===== src/rtl/core/fqks_pkg.sv =====
// shared types, widths and codes of the fifo queue with key search
package fqks_pkg;

  localparam int unsigned DepthDefault = 16;
  localparam int unsigned KeyW         = 32;
  localparam int unsigned ValW         = 8;
  localparam int unsigned OpW          = 2;
  localparam int unsigned StatusW      = 2;
  localparam int unsigned CountW       = 5;
  localparam int unsigned InDataW      = 40;
  localparam int unsigned OutDataW     = 80;

  typedef enum logic [OpW-1:0] {
    OP_ENQ  = 2'd0,
    OP_DEQ  = 2'd1,
    OP_LOOK = 2'd2,
    OP_UPD  = 2'd3
  } op_e;

  typedef enum logic [StatusW-1:0] {
    ST_OK       = 2'd0,
    ST_EMPTY    = 2'd1,
    ST_NOTFOUND = 2'd2,
    ST_FULL     = 2'd3
  } status_e;

  typedef enum logic [3:0] {
    S_IDLE = 4'b0001,
    S_DEQ  = 4'b0010,
    S_SCAN = 4'b0100,
    S_TAIL = 4'b1000
  } state_e;

  typedef struct packed {
    status_e             status;
    logic [KeyW-1:0]     key;
    logic [ValW-1:0]     value;
    logic                has_next;
    logic [KeyW-1:0]     next_key;
  } res_t;

  function automatic res_t mk_res(status_e st, logic [KeyW-1:0] k, logic [ValW-1:0] v,
                                  logic hn, logic [KeyW-1:0] nk);
    res_t r;
    r.status   = st;
    r.key      = k;
    r.value    = v;
    r.has_next = hn;
    r.next_key = nk;
    return r;
  endfunction

endpackage


===== src/rtl/core/fifo_queue_key_search_top.sv =====
// bounded fifo of key/value entries with dequeue, lookup and update by key
//
// input stream: tuser carries the opcode (enqueue, dequeue, lookup, update),
// tdata carries key and value. output stream: tuser carries the status,
// tdata the entry fields and count, tlast marks the final result of a request.
// one request is worked on at a time; s_axis_tready is high while the block
// is free. enqueue and the empty or full cases go straight to the tail state,
// which loads the output register; dequeue first takes the head entry in the
// dequeue state. lookup walks the stored entries from head to tail, update
// only up to its first match, one store read per cycle while the output is
// not stalled; a lookup gives one result per matching entry, an update one.
// results wait in an output register, so a stalled receiver holds the
// current result stable and the walk pauses until it is taken.
// reset empties the queue at once (head, tail and count to zero); the
// stores themselves are not cleared since only occupied entries are read.
module fifo_queue_key_search_top #(
  parameter int unsigned DEPTH = fqks_pkg::DepthDefault
) (
  input  logic                         clk_i,
  input  logic                         rst_ni,
  input  logic                         s_axis_tvalid_i,
  output logic                         s_axis_tready_o,
  // key [31:0], value [39:32]
  input  logic [fqks_pkg::InDataW-1:0] s_axis_tdata_i,
  // opcode [1:0]
  input  logic [fqks_pkg::OpW-1:0]     s_axis_tuser_i,
  output logic                         m_axis_tvalid_o,
  input  logic                         m_axis_tready_i,
  // key_out [31:0], value_out [39:32], has_next [40], next_key [72:41],
  // entry_count [77:73], zero [79:78]
  output logic [fqks_pkg::OutDataW-1:0] m_axis_tdata_o,
  // status [1:0]
  output logic [fqks_pkg::StatusW-1:0] m_axis_tuser_o,
  output logic                         m_axis_tlast_o
);
  import fqks_pkg::*;

  localparam int unsigned IdxW = $clog2(DEPTH);
  localparam int unsigned CntW = $clog2(DEPTH + 1);
  localparam int unsigned PadW = OutDataW - (2 * KeyW + ValW + 1 + CountW);

  logic [KeyW-1:0] key_mem [DEPTH];
  logic [ValW-1:0] val_mem [DEPTH];
  logic [KeyW-1:0] rkey_q;
  logic [ValW-1:0] rval_q;

  state_e          state_q, state_d;
  op_e             op_q, op_d;
  logic [KeyW-1:0] key_q, key_d;
  logic [ValW-1:0] val_q, val_d;
  logic [IdxW-1:0] head_q, head_d, tail_q, tail_d;
  logic [CntW-1:0] occ_q, occ_d;
  logic [CntW-1:0] iss_pos_q, iss_pos_d, rd_pos_q, rd_pos_d;
  logic [IdxW-1:0] iss_slot_q, iss_slot_d, rd_slot_q, rd_slot_d;
  logic            pend_v_q, pend_v_d;
  logic [KeyW-1:0] pend_key_q, pend_key_d;
  logic [ValW-1:0] pend_val_q, pend_val_d;
  logic            held_v_q, held_v_d;
  res_t            held_q, held_d;
  logic            out_v_q, out_v_d;
  res_t            out_q, out_d;
  logic            out_last_q, out_last_d;
  logic [CountW-1:0] out_cnt_q, out_cnt_d;

  logic            mem_rd_en, key_we, val_we;
  logic [IdxW-1:0] mem_rd_addr, mem_wr_addr;
  logic [ValW-1:0] mem_wr_val;

  logic            s_accept, out_free, step_ok, rd_last, is_upd, match, occ_full, occ_empty;
  op_e             in_op;
  logic [KeyW-1:0] in_key;
  logic [ValW-1:0] in_val;

  function automatic logic [IdxW-1:0] inc_idx(logic [IdxW-1:0] i);
    return (i == IdxW'(DEPTH - 1)) ? '0 : i + IdxW'(1);
  endfunction

  assign in_op     = op_e'(s_axis_tuser_i);
  assign in_key    = s_axis_tdata_i[KeyW-1:0];
  assign in_val    = s_axis_tdata_i[KeyW+ValW-1:KeyW];
  assign s_accept  = s_axis_tvalid_i && s_axis_tready_o;
  assign out_free  = !out_v_q || m_axis_tready_i;
  assign step_ok   = out_free || !(held_v_q && pend_v_q);
  assign rd_last   = (rd_pos_q + CntW'(1)) == occ_q;
  assign is_upd    = op_q == OP_UPD;
  assign match     = rkey_q == key_q;
  assign occ_full  = occ_q == CntW'(DEPTH);
  assign occ_empty = occ_q == '0;

  assign s_axis_tready_o = state_q == S_IDLE;
  assign m_axis_tvalid_o = out_v_q;
  assign m_axis_tlast_o  = out_last_q;
  assign m_axis_tuser_o  = out_q.status;
  assign m_axis_tdata_o  = {{PadW{1'b0}}, out_cnt_q, out_q.next_key, out_q.has_next,
                            out_q.value, out_q.key};

  always_comb begin
    state_d     = state_q;
    op_d        = op_q;
    key_d       = key_q;
    val_d       = val_q;
    head_d      = head_q;
    tail_d      = tail_q;
    occ_d       = occ_q;
    iss_pos_d   = iss_pos_q;
    iss_slot_d  = iss_slot_q;
    rd_pos_d    = rd_pos_q;
    rd_slot_d   = rd_slot_q;
    pend_v_d    = pend_v_q;
    pend_key_d  = pend_key_q;
    pend_val_d  = pend_val_q;
    held_v_d    = held_v_q;
    held_d      = held_q;
    out_v_d     = out_v_q && !m_axis_tready_i;
    out_d       = out_q;
    out_last_d  = out_last_q;
    out_cnt_d   = out_cnt_q;
    mem_rd_en   = 1'b0;
    mem_rd_addr = head_q;
    key_we      = 1'b0;
    val_we      = 1'b0;
    mem_wr_addr = tail_q;
    mem_wr_val  = in_val;

    unique case (state_q)
      S_IDLE: begin
        if (s_accept) begin
          op_d     = in_op;
          key_d    = in_key;
          val_d    = in_val;
          pend_v_d = 1'b0;
          held_v_d = 1'b0;
          state_d  = S_TAIL;
          unique case (in_op)
            OP_ENQ: begin
              held_v_d = 1'b1;
              if (occ_full) begin
                held_d = mk_res(ST_FULL, in_key, in_val, 1'b0, '0);
              end else begin
                key_we = 1'b1;
                val_we = 1'b1;
                tail_d = inc_idx(tail_q);
                occ_d  = occ_q + CntW'(1);
                held_d = mk_res(ST_OK, in_key, in_val, 1'b0, '0);
              end
            end
            OP_DEQ: begin
              if (occ_empty) begin
                held_v_d = 1'b1;
                held_d   = mk_res(ST_EMPTY, '0, '0, 1'b0, '0);
              end else begin
                mem_rd_en = 1'b1;
                state_d   = S_DEQ;
              end
            end
            OP_LOOK, OP_UPD: begin
              if (occ_empty) begin
                if (in_op == OP_LOOK) begin
                  held_v_d = 1'b1;
                  held_d   = mk_res(ST_EMPTY, '0, '0, 1'b0, '0);
                end
              end else begin
                mem_rd_en  = 1'b1;
                iss_pos_d  = CntW'(1);
                iss_slot_d = inc_idx(head_q);
                rd_pos_d   = '0;
                rd_slot_d  = head_q;
                state_d    = S_SCAN;
              end
            end
            default: state_d = S_TAIL;
          endcase
        end
      end

      S_DEQ: begin
        held_v_d = 1'b1;
        held_d   = mk_res(ST_OK, rkey_q, rval_q, 1'b0, '0);
        head_d   = inc_idx(head_q);
        occ_d    = occ_q - CntW'(1);
        state_d  = S_TAIL;
      end

      S_SCAN: begin
        if (step_ok) begin
          if (iss_pos_q < occ_q) begin
            mem_rd_en   = 1'b1;
            mem_rd_addr = iss_slot_q;
            iss_pos_d   = iss_pos_q + CntW'(1);
            iss_slot_d  = inc_idx(iss_slot_q);
            rd_pos_d    = iss_pos_q;
            rd_slot_d   = iss_slot_q;
          end
          // previous match now knows the key that follows it
          if (pend_v_q) begin
            held_v_d = 1'b1;
            held_d   = mk_res(ST_OK, pend_key_q, pend_val_q, 1'b1, rkey_q);
            if (held_v_q) begin
              out_v_d    = 1'b1;
              out_d      = held_q;
              out_last_d = 1'b0;
              out_cnt_d  = CountW'(occ_q);
            end
          end
          if (is_upd && pend_v_q) begin
            pend_v_d = 1'b0;
            state_d  = S_TAIL;
          end else begin
            pend_v_d   = match;
            pend_key_d = rkey_q;
            pend_val_d = is_upd ? val_q : rval_q;
            if (is_upd && match) begin
              val_we      = 1'b1;
              mem_wr_addr = rd_slot_q;
              mem_wr_val  = val_q;
            end
            if (rd_last) begin
              state_d = S_TAIL;
            end
          end
        end
      end

      S_TAIL: begin
        if (pend_v_q) begin
          if (!held_v_q) begin
            held_v_d = 1'b1;
            held_d   = mk_res(ST_OK, pend_key_q, pend_val_q, 1'b0, '0);
            pend_v_d = 1'b0;
          end else if (out_free) begin
            out_v_d    = 1'b1;
            out_d      = held_q;
            out_last_d = 1'b0;
            out_cnt_d  = CountW'(occ_q);
            held_d     = mk_res(ST_OK, pend_key_q, pend_val_q, 1'b0, '0);
            pend_v_d   = 1'b0;
          end
        end else if (out_free) begin
          out_v_d    = 1'b1;
          out_last_d = 1'b1;
          out_cnt_d  = CountW'(occ_q);
          out_d      = held_v_q ? held_q : mk_res(ST_NOTFOUND, key_q, '0, 1'b0, '0);
          held_v_d   = 1'b0;
          state_d    = S_IDLE;
        end
      end

      default: state_d = S_IDLE;
    endcase
  end

  always_ff @(posedge clk_i) begin
    if (key_we) begin
      key_mem[mem_wr_addr] <= in_key;
    end
    if (val_we) begin
      val_mem[mem_wr_addr] <= mem_wr_val;
    end
  end

  always_ff @(posedge clk_i) begin
    if (mem_rd_en) begin
      rkey_q <= key_mem[mem_rd_addr];
      rval_q <= val_mem[mem_rd_addr];
    end
  end

  always_ff @(posedge clk_i or negedge rst_ni) begin
    if (!rst_ni) begin
      state_q  <= S_IDLE;
      head_q   <= '0;
      tail_q   <= '0;
      occ_q    <= '0;
      pend_v_q <= 1'b0;
      held_v_q <= 1'b0;
      out_v_q  <= 1'b0;
    end else begin
      state_q  <= state_d;
      head_q   <= head_d;
      tail_q   <= tail_d;
      occ_q    <= occ_d;
      pend_v_q <= pend_v_d;
      held_v_q <= held_v_d;
      out_v_q  <= out_v_d;
    end
  end

  always_ff @(posedge clk_i) begin
    op_q       <= op_d;
    key_q      <= key_d;
    val_q      <= val_d;
    iss_pos_q  <= iss_pos_d;
    iss_slot_q <= iss_slot_d;
    rd_pos_q   <= rd_pos_d;
    rd_slot_q  <= rd_slot_d;
    pend_key_q <= pend_key_d;
    pend_val_q <= pend_val_d;
    held_q     <= held_d;
    out_q      <= out_d;
    out_last_q <= out_last_d;
    out_cnt_q  <= out_cnt_d;
  end

endmodule


===== config.mk =====
export PLATFORM = sky130hd
export DESIGN_NAME = fifo_queue_key_search_top
export DESIGN_NICKNAME = d
export VERILOG_FILES = /design/src/rtl/core/fqks_pkg.sv /design/src/rtl/core/fifo_queue_key_search_top.sv
export SDC_FILE = /design/constraint.sdc
export NUM_CORES = 1
export LEC_CHECK = 0
export ABC_AREA = 1
export ABC_CLOCK_PERIOD_IN_PS = 14450
export BUFFER_PORTS_ARGS = -buffer_cell sky130_fd_sc_hd__buf_2
export CORE_UTILIZATION = 35
export DETAILED_ROUTE_END_ITERATION = 8
export HOLD_SLACK_MARGIN = 0.15
export PLACE_DENSITY_LB_ADDON = 0.12
export REMOVE_ABC_BUFFERS = 1
export SLEW_MARGIN = 20
export SYNTH_ARGS = -nofsm -noshare
export SYNTH_HDL_FRONTEND = slang
export SYNTH_SLANG_ARGS = --single-unit
export TNS_END_PERCENT = 20

===== constraint.sdc =====
create_clock -name clk_i -period 14.45 [get_ports clk_i]
set_input_delay 2.89 -clock clk_i [delete_from_list [all_inputs] [get_ports clk_i]]
set_output_delay 2.89 -clock clk_i [all_outputs]
set_load 0.02 [all_outputs]

Word-level counts from Yosys, hierarchy flattened --
Memories as Yosys holds them, arrays and structs flattened. A register that Yosys moved wholly into a read port is not among the register bits. Index checks and enable logic that the tools add are counted.
Storage, ports and cells: flip-flop bits (word level) 276, bits in writable memories 640, bits of input ports 46, output and inout bits 85, word-level logic and storage cells 233, memories 2
Cells by class: add/sub/neg operators 7, $lt $le $gt $ge 1, equality and inequality tests 33, multiplexer cells 130, bitwise gates (word level) 2, reduce and logical (&&, ||, !) cells 30
Memory list:
- key_mem | depth 16, bits a word 32, rd ports 1, clocked after memory_dff 1, write ports 1, RTL line fifo_queue_key_search_top.sv:42 | logic [KeyW-1:0] key_mem [DEPTH];
- val_mem | depth 16, bits a word 8, rd ports 1, clocked after memory_dff 1, write ports 1, RTL line fifo_queue_key_search_top.sv:43 | logic [ValW-1:0] val_mem [DEPTH];
Operator list (count):
- $mux W75 | 18
- $pmux W75 S4 | 1
- $pmux W75 S3 | 1
- $pmux W75 S2 | 1
- $mux W4 | 28
- $mux W5 | 19
- $mux W1 | 42
- $mux W8 | 5
- $pmux W5 S2 | 4
- $eq A32 B32 Y1 | 1
- $pmux W4 S2 | 3
- $ne A3 B3 Y1 const B | 7
- $ne A2 B2 Y1 const B | 9
- $eq A4 B4 Y1 const B | 4
- $pmux W4 S4 | 1
- $add A5 B1 Y5 const B | 3
- $reduce_and A5 Y1 | 3
- $add A4 B1 Y4 const B | 3
- $reduce_and A9 Y1 | 1
- $pmux W1 S2 | 4
- $reduce_and A4 Y1 | 2
- $reduce_and A7 Y1 | 1
- $eq A2 B2 Y1 const B | 3
- $ne A2 B1 Y1 const B | 3
- other kinds (24) | 36

Longest topological paths before layout --
Gate-level depths: netlist of run 1.
depth in word-level cells 8, depth in mapped cells 18, mapped depth without buffers 15

Worst setup path before layout of run 1 --
Ideal clock, no wire load.
path type input-to-reg, start in m_axis_tready_i, end reg out_q (netlist bit m_axis_tdata_o[0]) (enable), arrival 10.445 ns, path slack 3.307 ns, cell stages on the path 6, path buffers 0, path through inv_1 nand2_1 nor2_1 inv_1 a21oi_1 nor4_1
On the way: longest elaborated chain between the ends 4, elaborated cells between the ends (all ways) 6, those cells by class 3 x eq/ne; 3 x reduce/logical
RTL lines:
- start, declared | RTL line fifo_queue_key_search_top.sv:28 | input logic m_axis_tready_i,
- $logic_or A1 B1 Y1 * | RTL line fifo_queue_key_search_top.sv:82 | assign out_free = !out_v_q || m_axis_tready_i;
- $logic_or A1 B1 Y1 | RTL line fifo_queue_key_search_top.sv:83 | assign step_ok = out_free || !(held_v_q && pend_v_q);
- $ne A2 B2 Y1 (no line)
- $reduce_and A7 Y1 (no line) *
- end signal, assigned | RTL line fifo_queue_key_search_top.sv:299 | out_q <= out_d;
- end, declared | RTL line fifo_queue_key_search_top.sv:61 | res_t out_q, out_d;
Every way passes the cells marked *; elsewhere a longest branch is shown, timed or not. A chain may end at the register's enable or synchronous reset.

Worst setup path in the final report of run 1 --
start in m_axis_tready_i, end reg rkey_q[26], read port of key_mem (data pin)
On the way: longest elaborated chain between the ends 4, elaborated cells between the ends (all ways) 6, those cells by class 4 x mux; 2 x reduce/logical
RTL lines:
- $logic_or A1 B1 Y1 * | RTL line fifo_queue_key_search_top.sv:82
- $logic_or A1 B1 Y1 * | RTL line fifo_queue_key_search_top.sv:83
- $mux W1 or $mux W4 (tied branches) | RTL line fifo_queue_key_search_top.sv:185 | if (step_ok) begin
- $pmux W1 S2 or $mux W4 (tied branches) | RTL line fifo_queue_key_search_top.sv:125 | unique case (state_q)
- end, declared | RTL line fifo_queue_key_search_top.sv:44 | logic [KeyW-1:0] rkey_q;
Marks and branches as above.

==> results.md, run 1 <==
- Status: finished, final reports clean
- Hold-fix buffers, CTS: 0
- Commonest cells in the netlist: 936 x edfxtp_1, 910 x nand2_1, 802 x inv_1
- Comb power frac: 32.0%
- Sw Share: 37.1%
- Min-Delay Path Class: register to register
- Asr flop ratio synth: 2.09%
- Drt initial violations: 2184
- Worst Path Max Fanout: 70
- Max clock buf depth: 3
- Global-route wire length before repair: 174000 um
- Global routing's busiest layer: met2
- Top cells by area, synth: edfxtp_1 68%, nand2_1 8.3%, nand3_1 8.0%
- Worst path max stage delay: 0.74 ns
- Die ar.: 119000 um2
- EDFF count, synth: 936
- Largest net degree at the start of global routing: 103
- GRT Util Overall: 19.8%
- Area share of the largest cell type after synthesis: 68.2%
- Clock period minus worst slack: 6.16 ns
- Synth Cell Area: 41200 um2
- CTS tree: built
- Slew headroom: 26.4%
- Post-route setup TNS: 0 ns
- CTS clk-pin slew, worst paths: 0.06 ns
- Std cell rows: 125
- Met2 usage: 31.1%
- Final GP Congestion: 0.768
- Vias after detailed routing: 26810
- Via density: 4.78
- Synth area leader: edfxtp_1
- Switching pwr: 3560 uW
- HPWL Detailed: 61600 um
- Number of remaining DRC errors: 0
- PnR Total Power: 9570 uW
- Pint: 6020 uW
- Seq/Total Area, Yosys: 69.5%
- Post-DRT Antenna Nets: 0
- Crit path required time: 14.90 ns
- PD cells: 203 nW/um2
- RSZ-0062 raised after global routing: false
- Syn-to-layout area delta: 14.4%
- Share of cells above drive strength 1: 9.67%
- Peak Freq: 0.162 GHz
- TritonRoute pass-1 iters: 5
- Met1 usage: 28.6%
- Post-synthesis average cell area: 10.6 um2
- Final Max Slew Viols: 0
- Die height: 345 um
- Number of global-route vias before repair: 25485
- Crit path cell chain: buf_2 > inv_1 > nand2_1 > nor2_1 > nor2_2 > nand3_2 > buf_4 > nand2_4 > buf_4 > buf_4 > nand2_1 > nand3_1 > nand3_1 > nand3_1 > nand2_1
- Clock power share: 28.4%
- WP data arrival: 6.61 ns
- Setup Skew: 0.0337 ns
- Yosys warns: 0
- VDD IR max: 0.158 mV
- Flop pwr share: 39.6%
- Most used DFF post-synth: edfxtp_1
- Slew @ Worst Pin: 1.10 ns
- Final setup fails: 0
- Worst-Skew Late Latency: 0.69 ns
- Core ar.: 116000 um2
- Final Hold Viols: 0
- H-Tree Depth: 3
- Port buffer count: 128
- Clock root cell: clkbuf_16
- CP max-delay cell: buf_4
- Most common cell in the netlist: edfxtp_1
- I/O pin total: 131
- Num CTS Buffers: 108
- Yosys reg bits: 956
- Cells after Synth: 3868
- Initial antenna violation count: 12
- Synth cell types: 38
- Startpoint types: primary input
- Kind of critical path: primary input to register
- Final-stage net count: 4053
- Initial Util: 35.4%
- Resize count post-CTS: 0
- Met3 Track Usage GR: 3.05%
- Final WL: 119000 um
- Die Wd: 345 um
- Total of max-cap violations: 0
- R2R Setup Slk: 9.55 ns
- Per-cell routed wire length: 21.2 um
- Leak: 0.0198 uW
- Grt total ovfl: 0
- TritonCTS Sinks: 956
- # Post-CTS Setup Buffers: 0
- Period utilization: 42.6%
- CP Capture Type: register
## flip-flops by register name, indices dropped and copies added, names as in the netlist, 32 cells and up
signal,flops
held_q,75
key_mem,512
key_q,32
m_axis_tdata_o,73
pend_key_q,32
rkey_q,32
val_mem,128
## final cells by class
cell class,instances,area [um2]
antenna,2,5.00
clock inverter,54,499
clock buffer,146,2970
timing repair buffer,187,1110
fill,11320,69300
inverter,809,3040
tap,1524,1910
multi-input combinational,1932,8970
sequential,956,28600
## path summary, 6_finish.rpt
| check | end | cells after the start | start |
|---|---|---|---|
| min reg2reg | m_axis_tuser_o[1] | 1 | held_q[74] |
| min | m_axis_tuser_o[1] | 1 | held_q[74] |
| max reg2reg | rkey_q[12] | 14 | state_q[0] |
| min in group asynchronous | state_q[1] | 1 | rst_ni |
| max in group asynchronous | head_q[2] | 1 | rst_ni |
| max | rkey_q[26] | 15 | m_axis_tready_i |
## stage by stage
step	hold slack [ns]	setup slack [ns]	cell area (um2)	utilization (%)	std cells
2_1_floorplan	0.474	3.22	40400	-	3697
3_3_place_gp	0.488	7.62	43600	37.5	5407
5_1_grt	0.522	7.92	47100	40.5	5608
3_5_place_dp	0.489	7.56	43600	37.5	5407
6_report	0.508	8.29	47100	40.5	5610
4_1_cts	0.503	8.30	47100	40.5	5607
## critical path: cells and delay by family
kind,cells,cell delay (ns)
AND/OR/NAND/NOR,10,1.69
buffers and inverters,5,1.95
## placed cells by master, fill, tap and decap left out, types with 20 or more instances in the layout
| cell | synthesis | routed |
|---|---|---|
| nand3_1 | 662 | 660 |
| clkinv_2 | 0 | 20 |
| edfxtp_1 | 936 | 936 |
| clkbuf_16 | 0 | 111 |
| clkbuf_1 | 80 | 29 |
| a22oi_1 | 40 | 40 |
| nand2_1 | 910 | 907 |
| o21ai_0 | 50 | 43 |
| buf_4 | 4 | 57 |
| buf_2 | 72 | 128 |
| o21ai_1 | 21 | 25 |
| inv_1 | 802 | 799 |
| clkinv_1 | 1 | 22 |
| nor2_1 | 153 | 134 |
## metal layers
| layer | part of all wire, % | vias to the layer above |
|---|---|---|
| met2 | 45 | 683 |
| li1 | - | 12861 |
| met3 | 5.6 | 149 |
| met5 | 0.037 | - |
| met4 | 2.0 | 8 |
| met1 | 47 | 13109 |
## power by group through the flow
stage | sequential [uW] | clock (uW) | combinational, uW
3_5_place_dp | 3850 | 0 | 3080
2_1_floorplan | 3920 | 0 | 1980
4_1_cts | 3800 | 2780 | 3090
6_report | 3800 | 2720 | 3060
3_3_place_gp | 3850 | 0 | 3070
5_1_grt | 3830 | 2880 | 3410
## cell families after synthesis
kind of cell	count (synthesis)	share of synthesized area, %
compound gates	131	1.89
xor+xnor	25	0.532
fa+ha+maj	13	0.413
buf+inv	981	9.36
flops	956	69.5
mux	1	0.0273
other cells	1	0.00911
simple gates	1760	18.3
Power figures use the tool's default switching activity.
==> inputs of run 2 (changes only) <==
--- a/config.mk
+++ b/config.mk
@@ -6,7 +6,7 @@
 export NUM_CORES = 1
 export LEC_CHECK = 0
 export ABC_AREA = 1
-export ABC_CLOCK_PERIOD_IN_PS = 14450
+export ABC_CLOCK_PERIOD_IN_PS = 5500
 export BUFFER_PORTS_ARGS = -buffer_cell sky130_fd_sc_hd__buf_2
 export CORE_UTILIZATION = 35
 export DETAILED_ROUTE_END_ITERATION = 8
==> constraint.sdc (replaced) <==
create_clock -name clk_i -period 5.5 [get_ports clk_i]
set_input_delay 1.1 -clock clk_i [delete_from_list [all_inputs] [get_ports clk_i]]
set_output_delay 1.1 -clock clk_i [all_outputs]
set_load 0.02 [all_outputs]
==> results.md, run 2 (same netlist as run 1, synthesis figures left out) <==
- Comb power frac: 32.6%
- Kind of critical path: register to register
- Worst-Skew Late Latency: 0.71 ns
- Commonest non-fill, non-tap cell in the layout: edfxtp_1
- Max FFs per register: 512
- Period utilization: 79.7%
- Post-DRT Antenna Nets: 0
- # Post-CTS Setup Buffers: 0
- Final setup fails: 0
- Worst r2r src: rkey_q[22]
- HPWL Detailed: 70300 um
- Clock root cell: clkbuf_16
- RSZ-0062 raised after global routing: false
- WHS: 0.392 ns
- Clock period minus worst slack: 4.38 ns
- CTS clk-pin slew, worst paths: 0.06 ns
- Max clock buf depth: 3
- PD cells: 543 nW/um2
- Final GP Congestion: 0.829
- Vias after detailed routing: 26933
- Resize count post-CTS: 0
- WP data arrival: 4.80 ns
- Most frequent cells in the layout: 936 x edfxtp_1, 907 x nand2_1, 799 x inv_1
- Worst Path Max Fanout: 25
- VDD IR max: 0.372 mV
- Final-stage net count: 4080
- TritonRoute pass-1 iters: 5
- Final WL: 121000 um
- Drt initial violations: 2193
- Via density: 4.77
- R2R cell count: 13
- R2R Setup Slk: 1.12 ns
- Switching pwr: 9730 uW
- Peak Freq: 0.228 GHz
- Total of max-cap violations: 0
- Die Wd: 345 um
- TritonCTS Sinks: 956
- Clock power share: 28.7%
- Pint: 16100 uW
- Fillcell total: 11196
- Global-route wire length before repair: 178000 um
- Std cell rows: 125
- Min-Delay Path Class: primary input to asynchronous set/reset pin
- Reg with most FFs: key_mem
- GRT Util Overall: 20.2%
- Final Hold Viols: 0
- Regs by FF count: key_mem x512, val_mem x128, held_q x75
- Slew headroom: 28.5%
- Number of global-route vias before repair: 26121
- Per-cell routed wire length: 21.4 um
- Sw Share: 37.6%
- Final instance area: 47600 um2
- Initial antenna violation count: 5
- CP Capture Type: register
- Num CTS Buffers: 110
- Crit Reg-Reg Endpoint: key_mem[6][15]
- DP Area: 44000 um2
- Hold-fix buffers, CTS: 0
- Crit path required time: 5.92 ns
- Setup Skew: 0.0379 ns
- Die height: 345 um
- Largest net degree at the start of global routing: 127
- Die ar.: 119000 um2
- Final Max Slew Viols: 0
- I/O pin total: 131
- Leak: 0.0200 uW
- H-Tree Depth: 3
- Port buffer count: 128
- Startpoint types: register
- Core ar.: 116000 um2
- Number of remaining DRC errors: 0
- PnR Total Power: 25900 uW
- Flop pwr share: 38.6%
- Syn-to-layout area delta: 15.6%
- CTS tree: built
- Share of cells above drive strength 1: 10.4%
- Initial Util: 35.4%
- Slew @ Worst Pin: 1.07 ns
- Grt total ovfl: 0
- Status: finished, final reports clean
-- run 2: cell count changes in the layout (fill, tap and decap cells not counted), sizes merged --
cell / change
buf: +25
clkbuf: -10
diode: -1
clkinvlp: +4
bufinv: +4
inv: -1
clkinv: +12
-- run 2: metal layers --
layer / vias up / track usage, % / part of all wire (%) / routed length (um)
met1: 13142 / 28.8 / 47 / 56500
met2: 711 / 31.6 / 45 / 54400
met3: 151 / 3.40 / 5.6 / 6770
li1: 12927 / - / - / -
met4: 2 / 6.19 / 2.6 / 3160
met5: - / 0 / 0.013 / 16
-- run 2: final cells by class --
type / count / area, um2 / area share [%]
Clock buffer: 136 / 2910 / 6.12
Sequential cell: 956 / 28600 / 60.1
Timing Repair Buffer: 212 / 1450 / 3.04
Clock inverter: 73 / 738 / 1.55
Tap cell: 1524 / 1910 / 4.00
Inverter: 809 / 3040 / 6.38
Antenna cell: 1 / 2.50 / 0.00525
Multi-Input combinational cell: 1932 / 8970 / 18.8
-- run 2: critical path, stage by stage (launching register included) --
cell,delay [ns]
edfxtp_1,0.46
xnor2_1,0.49
nand2_1,0.09
nor2_1,0.54
nand2_1,0.14
nor2_2,0.49
nand3_2,0.10
buf_4,0.25
nand2_1,0.11
nand2_1,0.08
nor2_1,0.23
nand2_1,0.15
nor2_4,0.68
buf_4,0.29
-- run 2: power groups by stage --
stage	combinational (uW)	clock, uW	sequential [uW]
after floorplan	5100	0	10200
after global placement	8530	0	10100
after detailed placement	8530	0	10100
after CTS	8560	7580	10000
after global routing	9300	7860	10100
final	8430	7430	9990
-- run 2: through the flow --
step           worst slack [ns]  util, %  cells  TNS, ns
2_1_floorplan             -4.86        -   3697  -729.79
3_3_place_gp               1.15     37.8   5433        0
3_5_place_dp               1.20     37.8   5433        0
4_1_cts                    1.22     40.9   5642        0
5_1_grt                    1.03     40.9   5642        0
6_report                   1.12     40.9   5643        0
-- run 2: how the worst max path moves through the flow --
stage                from                 to  slack, ns  cells after the start
6_report       rkey_q[22]     key_mem[6][15]       1.12                     13
5_1_grt        rkey_q[22]     key_mem[6][29]       1.03                     13
4_1_cts        rkey_q[22]     key_mem[6][15]       1.22                     13
3_5_place_dp   rkey_q[22]     key_mem[6][29]       1.20                     13
3_3_place_gp   rkey_q[22]     key_mem[6][29]       1.15                     13
2_1_floorplan  state_q[1]  m_axis_tdata_o[0]      -4.86                      5
